--- config.mk ---
export PLATFORM = sky130hd
export DESIGN_NAME = rounded_rect_bezier_outline_flat
export DESIGN_NICKNAME = d
export VERILOG_FILES = /design/src/sv/rrbo_pkg.sv /design/src/sv/rrbo_in_if.sv /design/src/sv/rrbo_out_if.sv /design/src/sv/rrbo_ucode_rom.sv /design/src/sv/rrbo_sequencer.sv /design/src/sv/rrbo_datapath.sv /design/src/sv/rounded_rect_bezier_outline.sv /design/src/flat_wrapper.sv
export SDC_FILE = /design/constraint.sdc
export NUM_CORES = 2
export LEC_CHECK = 0
export ABC_AREA = 1
export BUFFER_PORTS_ARGS = -buffer_cell sky130_fd_sc_hd__buf_2
export CAP_MARGIN = 20
export CORE_UTILIZATION = 35
export DETAILED_ROUTE_END_ITERATION = 8
export SLEW_MARGIN = 10
export SYNTH_ARGS = -nofsm -noshare
export SYNTH_HDL_FRONTEND = slang
export SYNTH_SLANG_ARGS = --single-unit
--- constraint.sdc ---
create_clock -name i_clk -period 16.6 [get_ports i_clk]
set_input_delay 3.32 -clock i_clk [delete_from_list [all_inputs] [get_ports i_clk]]
set_output_delay 3.32 -clock i_clk [all_outputs]
set_load 0.005 [all_outputs]
--- src/sv/rrbo_pkg.sv ---
`timescale 1ns / 1ps
// Shared types, constants and tables of the rounded rectangle outline generator.
// Depends on nothing; the modules and the testbench of the block use it by scoped names.
package rrbo_pkg;

    // Sizes
    localparam int MAX_SEGMENTS = 15;
    localparam int SEG_W        = 4;
    localparam int PC_W         = 5;
    localparam int RAD_W        = 15;

    // Configuration register indexes and reset values
    localparam logic             CFG_RADIUS     = 1'b0;
    localparam logic             CFG_SEGMENTS   = 1'b1;
    localparam logic [RAD_W-1:0] RADIUS_RESET   = 15'd128;
    localparam logic [SEG_W-1:0] SEGMENTS_RESET = 4'd8;

    // (1 - kappa) in Q0.16
    localparam logic signed [17:0] ONE_MINUS_KAPPA = 18'sd29345;

    // Microcode addresses
    localparam logic [PC_W-1:0] PC_IDLE   = 5'd0;
    localparam logic [PC_W-1:0] PC_VERTEX = 5'd3;

    // Sequencer operations
    localparam logic [1:0] SQ_WAIT_IN = 2'd0;
    localparam logic [1:0] SQ_NEXT    = 2'd1;
    localparam logic [1:0] SQ_EMIT    = 2'd2;

    // Multiplier operand A sources
    localparam logic [2:0] MA_U   = 3'd0;
    localparam logic [2:0] MA_UU  = 3'd1;
    localparam logic [2:0] MA_TT  = 3'd2;
    localparam logic [2:0] MA_W0  = 3'd3;
    localparam logic [2:0] MA_W1  = 3'd4;
    localparam logic [2:0] MA_W2  = 3'd5;
    localparam logic [2:0] MA_RAD = 3'd6;
    localparam logic [2:0] MA_T   = 3'd7;

    // Multiplier operand B sources
    localparam logic [2:0] MB_U     = 3'd0;
    localparam logic [2:0] MB_T     = 3'd1;
    localparam logic [2:0] MB_D0    = 3'd2;
    localparam logic [2:0] MB_D1    = 3'd3;
    localparam logic [2:0] MB_D2    = 3'd4;
    localparam logic [2:0] MB_KAPPA = 3'd5;

    // Product write-back targets
    localparam logic [2:0] WB_NONE = 3'd0;
    localparam logic [2:0] WB_UU   = 3'd1;
    localparam logic [2:0] WB_TT   = 3'd2;
    localparam logic [2:0] WB_W0   = 3'd3;
    localparam logic [2:0] WB_W1   = 3'd4;
    localparam logic [2:0] WB_W2   = 3'd5;
    localparam logic [2:0] WB_RK   = 3'd6;

    // Accumulator operations
    localparam logic [1:0] ACC_HOLD = 2'd0;
    localparam logic [1:0] ACC_BASE = 2'd1;
    localparam logic [1:0] ACC_ADD  = 2'd2;

    // Axis select
    localparam logic AXIS_X = 1'b0;
    localparam logic AXIS_Y = 1'b1;

    // One microcode control word
    typedef struct packed {
        logic [1:0] seq;
        logic       tload;
        logic       mul_en;
        logic [2:0] mul_a;
        logic [2:0] mul_b;
        logic [2:0] wb;
        logic [1:0] acc_op;
        logic       axis;
        logic       vx_ld;
    } t_uword;

    // Sequencer status handed to the datapath
    typedef struct packed {
        logic             accept;
        logic             emit;
        logic [1:0]       corner;
        logic [SEG_W-1:0] step;
        logic [SEG_W-1:0] seg;
        logic [5:0]       vnum;
        logic             last;
    } t_seq_status;

    // Sample positions t = round(i / seg) in Q0.16, indexed [seg][i]
    typedef logic [0:MAX_SEGMENTS][0:MAX_SEGMENTS][15:0] t_tq_table;

    function automatic t_tq_table build_tq_table();
        t_tq_table   tab;
        int          s;
        int          j;
        int          b;
        logic [20:0] num;
        logic [20:0] rem;
        logic [20:0] q;
        for (s = 0; s <= MAX_SEGMENTS; s++) begin
            for (j = 0; j <= MAX_SEGMENTS; j++) begin
                if (s > 0 && j < s) begin
                    // restoring long division of j*2^16 + s/2 by s
                    num = 21'(j * 65536 + (s >> 1));
                    rem = '0;
                    q   = '0;
                    for (b = 20; b >= 0; b--) begin
                        rem = {rem[19:0], num[b]};
                        if (rem >= 21'(s)) begin
                            rem  = rem - 21'(s);
                            q[b] = 1'b1;
                        end
                    end
                    tab[s][j] = q[15:0];
                end else begin
                    tab[s][j] = 16'd0;
                end
            end
        end
        return tab;
    endfunction

    localparam t_tq_table TQ_TABLE = build_tq_table();

endpackage

--- src/sv/rrbo_in_if.sv ---
`timescale 1ns / 1ps
// Input channel of the outline generator: one box size per word.
// Depends on nothing.
interface rrbo_in_if;
    logic        valid;
    logic        ready;
    logic [15:0] box_width;
    logic [15:0] box_height;

    modport source(output valid, output box_width, output box_height, input ready);
    modport sink(input valid, input box_width, input box_height, output ready);
endinterface

--- src/sv/rrbo_out_if.sv ---
`timescale 1ns / 1ps
// Output channel of the outline generator: one polygon vertex per word.
// Depends on nothing.
interface rrbo_out_if;
    logic               valid;
    logic               ready;
    logic signed [15:0] vertex_x;
    logic signed [15:0] vertex_y;
    logic [5:0]         vertex_number;
    logic               last_vertex;

    modport source(output valid, output vertex_x, output vertex_y,
                   output vertex_number, output last_vertex, input ready);
    modport sink(input valid, input vertex_x, input vertex_y,
                 input vertex_number, input last_vertex, output ready);
endinterface

--- src/sv/rrbo_ucode_rom.sv ---
`timescale 1ns / 1ps
// Microcode store: maps the program counter to one control word.
// Depends on rrbo_pkg.
module rrbo_ucode_rom (
    input  logic [rrbo_pkg::PC_W-1:0] i_pc,
    output rrbo_pkg::t_uword          o_uword
);

    rrbo_pkg::t_uword s_w;

    // Decode the program: prologue computes rk, then one pass per vertex
    always_comb begin
        s_w = '{seq: rrbo_pkg::SQ_NEXT, tload: 1'b0, mul_en: 1'b0,
                mul_a: rrbo_pkg::MA_U, mul_b: rrbo_pkg::MB_U,
                wb: rrbo_pkg::WB_NONE, acc_op: rrbo_pkg::ACC_HOLD,
                axis: rrbo_pkg::AXIS_X, vx_ld: 1'b0};
        unique case (i_pc)
            5'd0: begin
                s_w.seq = rrbo_pkg::SQ_WAIT_IN;
            end
            5'd1: begin
                s_w.mul_en = 1'b1;
                s_w.mul_a  = rrbo_pkg::MA_RAD;
                s_w.mul_b  = rrbo_pkg::MB_KAPPA;
            end
            5'd2: begin
                s_w.wb = rrbo_pkg::WB_RK;
            end
            5'd3: begin
                s_w.tload = 1'b1;
            end
            5'd4: begin
                s_w.mul_en = 1'b1;
                s_w.mul_a  = rrbo_pkg::MA_U;
                s_w.mul_b  = rrbo_pkg::MB_U;
            end
            5'd5: begin
                s_w.wb     = rrbo_pkg::WB_UU;
                s_w.mul_en = 1'b1;
                s_w.mul_a  = rrbo_pkg::MA_T;
                s_w.mul_b  = rrbo_pkg::MB_T;
            end
            5'd6: begin
                s_w.wb     = rrbo_pkg::WB_TT;
                s_w.mul_en = 1'b1;
                s_w.mul_a  = rrbo_pkg::MA_UU;
                s_w.mul_b  = rrbo_pkg::MB_U;
            end
            5'd7: begin
                s_w.wb     = rrbo_pkg::WB_W0;
                s_w.mul_en = 1'b1;
                s_w.mul_a  = rrbo_pkg::MA_UU;
                s_w.mul_b  = rrbo_pkg::MB_T;
            end
            5'd8: begin
                s_w.wb     = rrbo_pkg::WB_W1;
                s_w.mul_en = 1'b1;
                s_w.mul_a  = rrbo_pkg::MA_TT;
                s_w.mul_b  = rrbo_pkg::MB_U;
            end
            5'd9: begin
                s_w.wb     = rrbo_pkg::WB_W2;
                s_w.acc_op = rrbo_pkg::ACC_BASE;
                s_w.axis   = rrbo_pkg::AXIS_X;
                s_w.mul_en = 1'b1;
                s_w.mul_a  = rrbo_pkg::MA_W0;
                s_w.mul_b  = rrbo_pkg::MB_D0;
            end
            5'd10: begin
                s_w.acc_op = rrbo_pkg::ACC_ADD;
                s_w.axis   = rrbo_pkg::AXIS_X;
                s_w.mul_en = 1'b1;
                s_w.mul_a  = rrbo_pkg::MA_W1;
                s_w.mul_b  = rrbo_pkg::MB_D1;
            end
            5'd11: begin
                s_w.acc_op = rrbo_pkg::ACC_ADD;
                s_w.axis   = rrbo_pkg::AXIS_X;
                s_w.mul_en = 1'b1;
                s_w.mul_a  = rrbo_pkg::MA_W2;
                s_w.mul_b  = rrbo_pkg::MB_D2;
            end
            5'd12: begin
                s_w.acc_op = rrbo_pkg::ACC_ADD;
            end
            5'd13: begin
                s_w.vx_ld  = 1'b1;
                s_w.acc_op = rrbo_pkg::ACC_BASE;
                s_w.axis   = rrbo_pkg::AXIS_Y;
                s_w.mul_en = 1'b1;
                s_w.mul_a  = rrbo_pkg::MA_W0;
                s_w.mul_b  = rrbo_pkg::MB_D0;
            end
            5'd14: begin
                s_w.acc_op = rrbo_pkg::ACC_ADD;
                s_w.axis   = rrbo_pkg::AXIS_Y;
                s_w.mul_en = 1'b1;
                s_w.mul_a  = rrbo_pkg::MA_W1;
                s_w.mul_b  = rrbo_pkg::MB_D1;
            end
            5'd15: begin
                s_w.acc_op = rrbo_pkg::ACC_ADD;
                s_w.axis   = rrbo_pkg::AXIS_Y;
                s_w.mul_en = 1'b1;
                s_w.mul_a  = rrbo_pkg::MA_W2;
                s_w.mul_b  = rrbo_pkg::MB_D2;
            end
            5'd16: begin
                s_w.acc_op = rrbo_pkg::ACC_ADD;
            end
            5'd17: begin
                s_w.seq = rrbo_pkg::SQ_EMIT;
            end
            default: begin
                s_w.seq = rrbo_pkg::SQ_WAIT_IN;
            end
        endcase
    end

    assign o_uword = s_w;

endmodule

--- src/sv/rrbo_sequencer.sv ---
`timescale 1ns / 1ps
// Step counter with conditional jumps, vertex/corner counters and output valid.
// Depends on rrbo_pkg; takes control words from rrbo_ucode_rom.
module rrbo_sequencer (
    input  logic                           i_clk,
    input  logic                           i_rst_n,
    input  rrbo_pkg::t_uword               i_uword,
    input  logic [rrbo_pkg::SEG_W-1:0]     i_segments,
    input  logic                           i_in_valid,
    output logic                           o_in_ready,
    input  logic                           i_out_ready,
    output logic                           o_out_valid,
    output logic [rrbo_pkg::PC_W-1:0]      o_pc,
    output rrbo_pkg::t_seq_status          o_status
);

    logic [rrbo_pkg::PC_W-1:0]  r_pc, n_pc;
    logic [rrbo_pkg::SEG_W-1:0] r_seg, n_seg;
    logic [rrbo_pkg::SEG_W-1:0] r_step, n_step;
    logic [1:0]                 r_corner, n_corner;
    logic [5:0]                 r_vnum, n_vnum;
    logic                       r_last, n_last;
    logic                       r_out_valid, n_out_valid;
    logic                       s_accept;
    logic                       s_emit;
    logic                       s_slot_free;
    logic                       s_seg_end;

    assign o_in_ready  = (i_uword.seq == rrbo_pkg::SQ_WAIT_IN);
    assign s_accept    = i_in_valid && o_in_ready;
    assign s_slot_free = !r_out_valid || i_out_ready;
    assign s_emit      = (i_uword.seq == rrbo_pkg::SQ_EMIT) && s_slot_free;
    assign s_seg_end   = (r_step == r_seg - 4'd1);

    // Advance the program counter, hold while waiting on a handshake
    always_comb begin
        n_pc = r_pc;
        unique case (i_uword.seq)
            rrbo_pkg::SQ_WAIT_IN: begin
                if (s_accept) begin
                    n_pc = r_pc + 5'd1;
                end
            end
            rrbo_pkg::SQ_NEXT: begin
                n_pc = r_pc + 5'd1;
            end
            rrbo_pkg::SQ_EMIT: begin
                if (s_emit) begin
                    n_pc = r_last ? rrbo_pkg::PC_IDLE : rrbo_pkg::PC_VERTEX;
                end
            end
            default: begin
                n_pc = rrbo_pkg::PC_IDLE;
            end
        endcase
    end

    // Step through samples and corners; the closing vertex reuses corner 0, sample 0
    always_comb begin
        n_seg    = r_seg;
        n_step   = r_step;
        n_corner = r_corner;
        n_vnum   = r_vnum;
        n_last   = r_last;
        if (s_accept) begin
            n_seg    = (i_segments == 4'd0) ? 4'd1 : i_segments;
            n_step   = 4'd0;
            n_corner = 2'd0;
            n_vnum   = 6'd0;
            n_last   = 1'b0;
        end else if (s_emit) begin
            n_vnum = r_vnum + 6'd1;
            if (s_seg_end) begin
                n_step   = 4'd0;
                n_corner = r_corner + 2'd1;
                if (r_corner == 2'd3) begin
                    n_last = 1'b1;
                end
            end else begin
                n_step = r_step + 4'd1;
            end
        end
    end

    // Output word valid: set on load, drop when taken
    always_comb begin
        n_out_valid = r_out_valid;
        if (s_emit) begin
            n_out_valid = 1'b1;
        end else if (i_out_ready) begin
            n_out_valid = 1'b0;
        end
    end

    always_ff @(posedge i_clk) begin
        if (!i_rst_n) begin
            r_pc        <= rrbo_pkg::PC_IDLE;
            r_seg       <= 4'd1;
            r_step      <= 4'd0;
            r_corner    <= 2'd0;
            r_vnum      <= 6'd0;
            r_last      <= 1'b0;
            r_out_valid <= 1'b0;
        end else begin
            r_pc        <= n_pc;
            r_seg       <= n_seg;
            r_step      <= n_step;
            r_corner    <= n_corner;
            r_vnum      <= n_vnum;
            r_last      <= n_last;
            r_out_valid <= n_out_valid;
        end
    end

    assign o_pc        = r_pc;
    assign o_out_valid = r_out_valid;

    always_comb begin
        o_status.accept = s_accept;
        o_status.emit   = s_emit;
        o_status.corner = r_corner;
        o_status.step   = r_step;
        o_status.seg    = r_seg;
        o_status.vnum   = r_vnum;
        o_status.last   = r_last;
    end

endmodule

--- src/sv/rrbo_datapath.sv ---
`timescale 1ns / 1ps
// Datapath: shared multiplier, Bezier weight registers, accumulator, output word.
// Depends on rrbo_pkg; driven by the control word and the sequencer status.
module rrbo_datapath (
    input  logic                           i_clk,
    input  rrbo_pkg::t_uword               i_uword,
    input  rrbo_pkg::t_seq_status          i_st,
    input  logic [rrbo_pkg::RAD_W-1:0]     i_radius,
    input  logic [15:0]                    i_box_width,
    input  logic [15:0]                    i_box_height,
    output logic signed [15:0]             o_vertex_x,
    output logic signed [15:0]             o_vertex_y,
    output logic [5:0]                     o_vertex_number,
    output logic                           o_last_vertex
);

    logic [15:0]                r_w;
    logic [15:0]                r_h;
    logic [rrbo_pkg::RAD_W-1:0] r_rk;
    logic [15:0]                r_t;
    logic [16:0]                r_u;
    logic [32:0]                r_uu;
    logic [31:0]                r_tt;
    logic [32:0]                r_w0;
    logic [32:0]                r_w1;
    logic [32:0]                r_w2;
    logic signed [51:0]         r_prod;
    logic signed [51:0]         r_acc;
    logic signed [15:0]         r_vx;
    logic signed [15:0]         r_ox;
    logic signed [15:0]         r_oy;
    logic [5:0]                 r_onum;
    logic                       r_olast;

    logic [15:0]                s_tq;
    logic signed [33:0]         s_ma;
    logic signed [17:0]         s_mb;
    logic signed [51:0]         s_mprod;
    logic                       s_type_a;
    logic                       s_dneg;
    logic                       s_bneg;
    logic [16:0]                s_mag;
    logic signed [17:0]         s_diff;
    logic [51:0]                s_pu;
    logic [51:0]                s_p3;
    logic [51:0]                s_wsrc;
    logic [51:0]                s_rnd_full;
    logic [32:0]                s_rnd;
    logic [15:0]                s_full;
    logic [46:0]                s_term_f;
    logic [46:0]                s_term_r;
    logic signed [51:0]         s_base;
    logic [51:0]                s_rofs;
    logic signed [51:0]         s_rsum;
    logic signed [19:0]         s_q;
    logic signed [15:0]         s_sat;

    // Sample position of the current step
    assign s_tq = rrbo_pkg::TQ_TABLE[i_st.seg][i_st.step];

    // Corner geometry: two arc shapes, each mirrored by a sign
    assign s_type_a = ~(i_st.corner[0] ^ i_uword.axis);
    assign s_dneg   = s_type_a ? ~i_st.corner[1] : (i_st.corner[0] ^ i_st.corner[1]);
    assign s_bneg   = s_type_a ? ~i_st.corner[1] : ~(i_st.corner[0] ^ i_st.corner[1]);

    // Control point offset relative to the arc end point
    always_comb begin
        s_mag = 17'd0;
        case (i_uword.mul_b)
            rrbo_pkg::MB_D0: s_mag = {2'b0, i_radius};
            rrbo_pkg::MB_D1: s_mag = s_type_a ? {2'b0, i_radius} : {2'b0, r_rk};
            rrbo_pkg::MB_D2: s_mag = s_type_a ? ({2'b0, i_radius} - {2'b0, r_rk}) : 17'd0;
            default:         s_mag = 17'd0;
        endcase
    end

    assign s_diff = s_dneg ? -$signed({1'b0, s_mag}) : $signed({1'b0, s_mag});

    // Operand select
    always_comb begin
        s_ma = 34'sd0;
        case (i_uword.mul_a)
            rrbo_pkg::MA_U:   s_ma = $signed({17'd0, r_u});
            rrbo_pkg::MA_UU:  s_ma = $signed({1'b0, r_uu});
            rrbo_pkg::MA_TT:  s_ma = $signed({2'b0, r_tt});
            rrbo_pkg::MA_W0:  s_ma = $signed({1'b0, r_w0});
            rrbo_pkg::MA_W1:  s_ma = $signed({1'b0, r_w1});
            rrbo_pkg::MA_W2:  s_ma = $signed({1'b0, r_w2});
            rrbo_pkg::MA_RAD: s_ma = $signed({19'd0, i_radius});
            rrbo_pkg::MA_T:   s_ma = $signed({18'd0, r_t});
            default:          s_ma = 34'sd0;
        endcase
    end

    always_comb begin
        s_mb = 18'sd0;
        case (i_uword.mul_b)
            rrbo_pkg::MB_U:     s_mb = $signed({1'b0, r_u});
            rrbo_pkg::MB_T:     s_mb = $signed({2'b0, r_t});
            rrbo_pkg::MB_D0,
            rrbo_pkg::MB_D1,
            rrbo_pkg::MB_D2:    s_mb = s_diff;
            rrbo_pkg::MB_KAPPA: s_mb = rrbo_pkg::ONE_MINUS_KAPPA;
            default:            s_mb = 18'sd0;
        endcase
    end

    assign s_mprod = s_ma * s_mb;

    // Write-back: round Q0.48 products to Q0.32, optionally times three
    assign s_pu       = $unsigned(r_prod);
    assign s_p3       = s_pu + {s_pu[50:0], 1'b0};
    assign s_wsrc     = (i_uword.wb == rrbo_pkg::WB_W1 || i_uword.wb == rrbo_pkg::WB_W2) ?
                        s_p3 : s_pu;
    assign s_rnd_full = s_wsrc + 52'd32768;
    assign s_rnd      = s_rnd_full[48:16];

    // Centering base: end point times 2^32 minus half the box size times 2^32
    assign s_full   = (i_uword.axis == rrbo_pkg::AXIS_Y) ? r_h : r_w;
    assign s_term_f = {s_full, 31'd0};
    assign s_term_r = s_type_a ? {i_radius, 32'd0} : 47'd0;
    assign s_base   = s_bneg ? ($signed({5'd0, s_term_r}) - $signed({5'd0, s_term_f}))
                             : ($signed({5'd0, s_term_f}) - $signed({5'd0, s_term_r}));

    // Shift right by 32 rounding halves away from zero, then saturate
    assign s_rofs = r_acc[51] ? 52'h0_0000_7FFF_FFFF : 52'h0_0000_8000_0000;
    assign s_rsum = r_acc + $signed(s_rofs);
    assign s_q    = s_rsum[51:32];

    always_comb begin
        if (s_q > 20'sd32767) begin
            s_sat = 16'sh7FFF;
        end else if (s_q < -20'sd32768) begin
            s_sat = -16'sh8000;
        end else begin
            s_sat = s_q[15:0];
        end
    end

    // Latch the box on acceptance
    always_ff @(posedge i_clk) begin
        if (i_st.accept) begin
            r_w <= i_box_width;
            r_h <= i_box_height;
        end
    end

    // Load sample position and its complement
    always_ff @(posedge i_clk) begin
        if (i_uword.tload) begin
            r_t <= s_tq;
            r_u <= 17'h10000 - {1'b0, s_tq};
        end
    end

    // Register every product before it is used again
    always_ff @(posedge i_clk) begin
        if (i_uword.mul_en) begin
            r_prod <= s_mprod;
        end
    end

    always_ff @(posedge i_clk) begin
        case (i_uword.wb)
            rrbo_pkg::WB_UU: r_uu <= s_pu[32:0];
            rrbo_pkg::WB_TT: r_tt <= s_pu[31:0];
            rrbo_pkg::WB_W0: r_w0 <= s_rnd;
            rrbo_pkg::WB_W1: r_w1 <= s_rnd;
            rrbo_pkg::WB_W2: r_w2 <= s_rnd;
            rrbo_pkg::WB_RK: r_rk <= s_rnd[rrbo_pkg::RAD_W-1:0];
            default: begin
            end
        endcase
    end

    // Accumulate the weighted offsets on top of the base
    always_ff @(posedge i_clk) begin
        case (i_uword.acc_op)
            rrbo_pkg::ACC_BASE: r_acc <= s_base;
            rrbo_pkg::ACC_ADD:  r_acc <= r_acc + r_prod;
            default: begin
            end
        endcase
    end

    // Hold x until y is done, then load the output word
    always_ff @(posedge i_clk) begin
        if (i_uword.vx_ld) begin
            r_vx <= s_sat;
        end
        if (i_st.emit) begin
            r_ox    <= r_vx;
            r_oy    <= s_sat;
            r_onum  <= i_st.vnum;
            r_olast <= i_st.last;
        end
    end

    assign o_vertex_x      = r_ox;
    assign o_vertex_y      = r_oy;
    assign o_vertex_number = r_onum;
    assign o_last_vertex   = r_olast;

endmodule

--- src/sv/rounded_rect_bezier_outline.sv ---
`timescale 1ns / 1ps
// Rounded rectangle outline generator: top level with configuration registers.
// Depends on rrbo_pkg, rrbo_in_if, rrbo_out_if and the three submodules.
//
// Usage:
//   i_box takes one word (box_width, box_height, unsigned 12.4). For it the block
//   sends 4*segments+1 words on o_vtx: centered, saturated vertex x/y in signed
//   12.4, the vertex number and last_vertex set on the closing vertex.
//   Registers: index 0 corner radius (11.4), index 1 segments per corner
//   (0 counts as 1); write them through i_cfg_we/i_cfg_index/i_cfg_data.
//   Operation: a microcode program with one shared 34x18 multiplier computes
//   each vertex with 11 multiplies; a prologue computes rk once per item, and
//   the first vertex is offered once the prologue and the first vertex pass
//   are done. i_box.ready is high only between outlines.
//   An output register holds each vertex; when the receiver stalls, the program
//   waits at its emit step and resumes when the word is taken.
//   Reset (synchronous, active low) sets radius 128, segments 8, empties the
//   output register and returns the program to its idle step.
module rounded_rect_bezier_outline (
    input  logic                              i_clk,
    input  logic                              i_rst_n,
    rrbo_in_if.sink                           i_box,
    rrbo_out_if.source                        o_vtx,
    input  logic                              i_cfg_we,
    input  logic                              i_cfg_index,
    input  logic [rrbo_pkg::RAD_W-1:0]        i_cfg_data
);

    logic [rrbo_pkg::RAD_W-1:0] r_radius;
    logic [rrbo_pkg::SEG_W-1:0] r_segments;
    logic [rrbo_pkg::PC_W-1:0]  s_pc;
    rrbo_pkg::t_uword           s_uword;
    rrbo_pkg::t_seq_status      s_status;
    logic                       s_in_ready;
    logic                       s_out_valid;

    // Configuration writes
    always_ff @(posedge i_clk) begin
        if (!i_rst_n) begin
            r_radius   <= rrbo_pkg::RADIUS_RESET;
            r_segments <= rrbo_pkg::SEGMENTS_RESET;
        end else if (i_cfg_we) begin
            unique case (i_cfg_index)
                rrbo_pkg::CFG_RADIUS:   r_radius   <= i_cfg_data;
                rrbo_pkg::CFG_SEGMENTS: r_segments <= i_cfg_data[rrbo_pkg::SEG_W-1:0];
                default: begin
                end
            endcase
        end
    end

    rrbo_ucode_rom u_rom (
        .i_pc    (s_pc),
        .o_uword (s_uword)
    );

    rrbo_sequencer u_seq (
        .i_clk       (i_clk),
        .i_rst_n     (i_rst_n),
        .i_uword     (s_uword),
        .i_segments  (r_segments),
        .i_in_valid  (i_box.valid),
        .o_in_ready  (s_in_ready),
        .i_out_ready (o_vtx.ready),
        .o_out_valid (s_out_valid),
        .o_pc        (s_pc),
        .o_status    (s_status)
    );

    rrbo_datapath u_dp (
        .i_clk           (i_clk),
        .i_uword         (s_uword),
        .i_st            (s_status),
        .i_radius        (r_radius),
        .i_box_width     (i_box.box_width),
        .i_box_height    (i_box.box_height),
        .o_vertex_x      (o_vtx.vertex_x),
        .o_vertex_y      (o_vtx.vertex_y),
        .o_vertex_number (o_vtx.vertex_number),
        .o_last_vertex   (o_vtx.last_vertex)
    );

    assign i_box.ready = s_in_ready;
    assign o_vtx.valid = s_out_valid;

endmodule

--- src/flat_wrapper.sv ---
// flat-port wrapper written by rule: the top's interface ports become plain ports
module rounded_rect_bezier_outline_flat 
  (i_clk, i_rst_n, i_cfg_we, i_cfg_index, i_cfg_data, i_box_valid, i_box_box_width, i_box_box_height, i_box_ready, o_vtx_valid, o_vtx_vertex_x, o_vtx_vertex_y, o_vtx_vertex_number, o_vtx_last_vertex, o_vtx_ready);
  rrbo_in_if i_box_i ();
  rrbo_out_if o_vtx_i ();
  input  logic i_clk;
  input  logic i_rst_n;
  input  logic i_cfg_we;
  input  logic i_cfg_index;
  input  logic [rrbo_pkg::RAD_W-1:0] i_cfg_data;
  input wire logic [$bits(i_box_i.valid)-1:0] i_box_valid;
  input wire logic [$bits(i_box_i.box_width)-1:0] i_box_box_width;
  input wire logic [$bits(i_box_i.box_height)-1:0] i_box_box_height;
  output wire logic [$bits(i_box_i.ready)-1:0] i_box_ready;
  output wire logic [$bits(o_vtx_i.valid)-1:0] o_vtx_valid;
  output wire logic [$bits(o_vtx_i.vertex_x)-1:0] o_vtx_vertex_x;
  output wire logic [$bits(o_vtx_i.vertex_y)-1:0] o_vtx_vertex_y;
  output wire logic [$bits(o_vtx_i.vertex_number)-1:0] o_vtx_vertex_number;
  output wire logic [$bits(o_vtx_i.last_vertex)-1:0] o_vtx_last_vertex;
  input wire logic [$bits(o_vtx_i.ready)-1:0] o_vtx_ready;
  assign i_box_i.valid = i_box_valid;
  assign i_box_i.box_width = i_box_box_width;
  assign i_box_i.box_height = i_box_box_height;
  assign i_box_ready = i_box_i.ready;
  assign o_vtx_valid = o_vtx_i.valid;
  assign o_vtx_vertex_x = o_vtx_i.vertex_x;
  assign o_vtx_vertex_y = o_vtx_i.vertex_y;
  assign o_vtx_vertex_number = o_vtx_i.vertex_number;
  assign o_vtx_last_vertex = o_vtx_i.last_vertex;
  assign o_vtx_i.ready = o_vtx_ready;
  rounded_rect_bezier_outline u_core (.i_clk(i_clk), .i_rst_n(i_rst_n), .i_box(i_box_i), .o_vtx(o_vtx_i), .i_cfg_we(i_cfg_we), .i_cfg_index(i_cfg_index), .i_cfg_data(i_cfg_data));
endmodule
# == After elaboration in Yosys (flattened, before gate mapping) ==
# Memories as Yosys holds them, arrays and structs flattened.
# Index checks and enable logic that the tools add are counted.
# totals
input_bits,53
word_cells,157
n_memories,1
mem_bits_ro,4096
output_inout_bits,41
ff_bits,445
# op_classes
n_addsub,14
bitwise,8
eq_ne,43
n_reduce_logical,24
n_mux,36
n_lt_le_gt_ge,4
multipliers,1
# memory_table
memory,words,width,rd,rd_clocked_by_memory_dff,write_ports,line,rtl
(no name shown),16,256,1,0,0,rrbo_datapath.sv:59,assign s_tq = rrbo_pkg::TQ_TABLE[i_st.seg][i_st.step];
# op_table
op,count
256-bit 2-to-1 mux,2
34-bit case mux with 8 select lines,1
52-bit case mux with 2 select lines,1
47-bit by 47-bit subtractor with 48-bit output,2
16-bit 2-to-1 mux,5
18-bit case mux with 4 select lines,1
16-bit binary-select mux with 4-bit select,1
7-bit case mux with 9 select lines,1
52-bit by 33-bit adder with 52-bit output,1
52-bit adder,1
34-bit by 18-bit multiplier with 52-bit output,1
52-bit 2-to-1 mux,1
17-bit case mux with 3 select lines,1
49-bit by 16-bit adder with 49-bit output (second input constant),1
49-bit adder,1
49-bit 2-to-1 mux,1
47-bit 2-to-1 mux,1
5-bit by 4-bit == test with 1-bit output (second input constant),8
32-bit 2-to-1 mux,1
3-bit == test (second input constant),9
5-bit by 3-bit == test with 1-bit output (second input constant),4
20-bit by 16-bit > comparator with 1-bit output (second input constant),1
20-bit by 16-bit < comparator with 1-bit output (second input constant),1
3-bit by 2-bit == test with 1-bit output (second input constant),6
other kinds (44),77

# == Logic depth before layout (Yosys ltp) ==
# depth
ltp_word,10
mapped_depth,51
mapped_depth_nobuf,49

# == Hierarchy ==
# A second synthesis with hierarchy kept.
# unflattened
cells_unflattened,6888
hier_area_um2,52400.3
# modules_own_cells
mod,instances,seq_area_each_um2,cells_each,area_each_um2
rrbo_datapath,1,12071.6,6549,50089.3
rrbo_sequencer,1,460.4,173,1252.5
rounded_rect_bezier_outline,1,380.4,115,797.0
rrbo_ucode_rom,1,0.0,51,261.5

# == Worst setup path after synthesis ==
# Ideal clock, no wire load.
# synth_timing
path_type,reg-to-reg
startpoint,"register u_core.u_seq.r_pc, in the netlist u_core.u_seq.o_pc[0]"
endpoint,"register u_core.u_dp.r_prod[48], data pin"
stages_incl_launch_ff,45
required_ps,16341
setup_time_ps,259
arrival_time_ps,7959
synth_period_minus_slack_ps,8218
path_slack_ps,8382
path_buffers,2
cell_sequence,dfxtp_1 -> ha_1 -> inv_1 -> nor2_1 -> ha_1 -> inv_1 -> nand3_4 -> nand2_1 -> nand2_2 -> buf_6 -> nand2_1 -> nand2_1 -> nand2_1 -> o211ai_2 -> inv_2 -> ha_1 -> inv_1 -> nor2_1 -> [... 9 more ...] -> fa_1 -> inv_1 -> fa_1 -> fa_1 -> inv_1 -> fa_1 -> inv_1 -> ha_1 -> a21oi_1 -> o21a_1 -> o21ai_0 -> a21boi_0 -> o21ai_0 -> a21boi_0 -> o21ai_0 -> nand2_1 -> nand2_1 -> xor2_1
# synth_via
elab_chain_len,10
elab_cells_between_ends,43
cone_classes,add/sub: 1; mul: 1; eq/ne: 24; mux: 9; bitwise: 1; reduce/logical: 7
# synth_lines
item,line,rtl
start: declaration,rrbo_sequencer.sv:17,"logic [rrbo_pkg::PC_W-1:0] r_pc, n_pc;"
start signal: assignment,rrbo_sequencer.sv:97,r_pc <= rrbo_pkg::PC_IDLE;
start signal: assignment,rrbo_sequencer.sv:105,r_pc <= n_pc;
branches (longest 9 deep; another with 17-bit negator with 18-bit output),--,
34-bit by 18-bit multiplier with 52-bit output (*),rrbo_datapath.sv:108,assign s_mprod = s_ma * s_mb;
net u_core.u_dp.s_mprod[48],rrbo_datapath.sv:38,logic signed [51:0] s_mprod;
end signal: assignment,rrbo_datapath.sv:159,r_prod <= s_mprod;
end: declaration,rrbo_datapath.sv:27,logic signed [51:0] r_prod;
# Mark *: on every way through the listed nets, which the timed path passes. The select of a mux whose other input is x is not followed.
# A chain may end at the register's enable or synchronous reset.

# == Worst setup path in the final report ==
# layout_timing
startpoint,"register u_core.u_seq.r_pc, in the netlist u_core.u_seq.o_pc[4]"
endpoint,"register u_core.u_dp.r_prod[27], data pin"
# Same word-level chain as after synthesis.

==> impl_metrics.ini <==
[place]
placed_area_mm2 = 0.05533
io_buffers = 93
place_congestion = 1.001
place_hpwl_um = 154900

[cells_and_area]
final_nets = 7936
drive_gt1_share_pct = 5.635
stdcell_area_mm2 = 0.05700
final_cell_mix = nand2_1, inv_1, nor2_1
filler_cell_count = 15550
area_delta_synth_final_pct = 8.261
final_common_cell = nand2_1

[critical_path]
worst-path-buf-inv = 7
critPathArrivalTime_ns = 11.20
cp.required_ns = 17.03
cpMostUsedCell = nand2_1
slowest_stage = nand2_2
crit_fanout = 34
crit_path_start_kind = register
endpoint_kind = register
crit_type = reg -> reg
cp_top_family = simple AND/OR/NAND/NOR gates
cpPeakStageDelay_ns = 0.71

[synthesis]
ys_types = 69
yosys.area_share.simple_pct = 22.39
synthTopCellsByArea = edfxtp_1, fa_1, nand2_1
synthCells = 6985
avgSynthCellArea_um2 = 7.537
yosysTopAreaCell = edfxtp_1
async_reset_ff_share_pct = 0
ys.flop_type = edfxtp_1
ys_ff_latch = 444
ys_warn_count = 0
synthAdderAreaFrac_pct = 27.57
ys_seq_area_share_pct = 24.53
synthXorXnorAreaFrac_pct = 1.830
synth_mux_area_share_pct = 0.03802
synth-edff-count = 402
synth_nets = 7898
syn_area_mm2 = 0.05265
synth_top_family_by_area = adder cells
synth_compound_area_share_pct = 11.63
yosysTopAreaCellShare_pct = 22.93

[floorplanning]
rows = 141
die_area_mm2 = 0.1520
die_h_um = 389.9
initial_core_util_pct = 35.44
fp.dieW_um = 389.9
io_pins = 94
core_mm2 = 0.1485

[grt]
grt_pass1_wl_um = 292700
grt_antenna_before_repair = 6
first_global_vias = 47080
grt_overflow = 0
grt_max_degree = 62
track_usage_pct = 25.51

[drt]
drt_wl_total_um = 195400
num_vias = 47550
viasPerCell = 5.245
drt-wirelength-per-cell_um = 21.56
drt_iter0_markers = 4462
drc = 0
drt-pass1-iter-count = 6
drtAntennaViolNets = 0

[clocking]
cts_tree = built
ctsLongestPathBuffers = 3
cts_resized = 0
root_buffer = clkbuf_16
clkSinkCount = 444
cts_made_buffers = 50
postCtsHoldBufs = 0
path_clk_slew_ns = 0.07
post_cts_buffers = 0
clk_latency_ns = 0.66
htree_levels = 2

[timing]
slew_violations = 0
timing.fmax_mhz = 92.81
finalCriticalPeriod_ns = 10.77
finalSetupViolations = 0
tightest_slew_ns = 1.051
relSlewSlack_pct = 29.77
finalCritPeriodShare_pct = 64.90
finalSetupTns_ns = 0
rsz0062_at_grt = false
finalHoldViolCount = 0
fin_skew_ns = 0.07495

[run]
drv_cap = 0

[status]
status = complete, no violations

[min_path]
hp-class = reg -> reg
## cells in the mapped netlist (all sizes together) (3+ instances only)
library cell and count:
nand2 1767, inv 1460, nor2 674, fa 500, a21oi 464, edfxtp 402
ha 360, o21ai 326, nand3 258, buf 113, xor2 79, nand4 60
clkbuf 56, nor3 54, dfxtp 42, a31oi 41, o211ai 38, xnor2 31
a22o 25, o21a 24, a22oi 23, a221oi 22, a21o 21, nand3b 21
or2 19, o2111ai 13, o22ai 13, o21bai 12, nor4 10, o31ai 10
a21boi 8, a211oi 7, and2 5, and3 4, clkinv 4, o221ai 4
a31o 3
## path summary, 6_finish.rpt
path | depth (start not counted) | start | slack, ns | endpoint
min reg2reg | 0 | u_core.u_dp.r_vx[1] | 0.41 | u_core.u_dp.o_vertex_x[1]
min | 0 | u_core.u_dp.r_vx[1] | 0.41 | u_core.u_dp.o_vertex_x[1]
max | 40 | u_core.u_seq.o_pc[4] | 5.83 | u_core.u_dp.r_prod[27]
max reg2reg | 40 | u_core.u_seq.o_pc[4] | 5.83 | u_core.u_dp.r_prod[27]
## worst reg2reg max path: cells and delay by family, from the launching register on
kind            cells  cell delay, ns
simple gates       17            3.21
fa+ha+maj           9            3.14
compound gates      6            2.31
buf+inv             7            1.04
flops               1            0.63
xor+xnor            1            0.22
## sequential cells by signal, summed over array words and instances (netlist names), 16 cells and up
name                    flops
u_core.u_dp.r_w0           33
u_core.u_dp.r_tt           32
u_core.u_dp.r_prod         52
u_core.u_dp.r_uu           33
u_core.u_dp.r_w2           33
u_core.u_dp.r_w            16
u_core.u_dp.o_vertex_x     16
u_core.u_dp.o_vertex_y     16
u_core.u_dp.r_u            16
u_core.u_dp.r_vx           16
u_core.u_dp.r_h            16
u_core.u_dp.r_w1           33
u_core.u_dp.r_acc          52
u_core.u_dp.r_t            16
## cell families (layout without fill, tap and decap cells)
| family | count (synthesis) | after routing |
|---|---|---|
| XOR/XNOR | 110 | 110 |
| AND/OR/NAND/NOR | 2873 | 2873 |
| adder cells (fa/ha/maj) | 860 | 860 |
| buffers and inverters | 1633 | 1711 |
| AO/OA/AOI/OAI | 1063 | 1063 |
| other | 0 | 1 |
| flip-flops | 444 | 444 |
| multiplexers | 2 | 2 |
## metrics by stage
step	util [%]	worst slack [ns]	hold WS [ns]	instances
after floorplan	-	8.382	0.4003	6985
after global placement	37.25	5.999	0.4009	8972
after detailed placement	37.25	6.071	0.4045	8972
after CTS	38.36	5.994	0.4109	9064
after global routing	38.37	5.270	0.4132	9065
final	38.37	5.826	0.4106	9066
## routing by layer
layer / up-vias / wire [um] / track usage, %
met3: 402 / 15950 / 4.842
li1: 22160 / - / -
met2: 1979 / 87100 / 40.60
met5: - / 23 / 0
met1: 23010 / 83470 / 34.01
met4: 4 / 8875 / 10.32
## final cells by class
type                       count  area, um2  area share, %
multi-input combinational   4908      33490          58.76
sequential                   444      12910          22.65
inverter                    1464       5495          9.641
tap                         2002       2505          4.395
clock buffer                  58       1281          2.248
timing repair buffer         155      934.6          1.640
clock inverter                34      376.6         0.6607
antenna                        1      2.502       0.004390
Power is not shown: default switching activity piles up to over one toggle a cycle in this logic, so the estimate is an artifact.
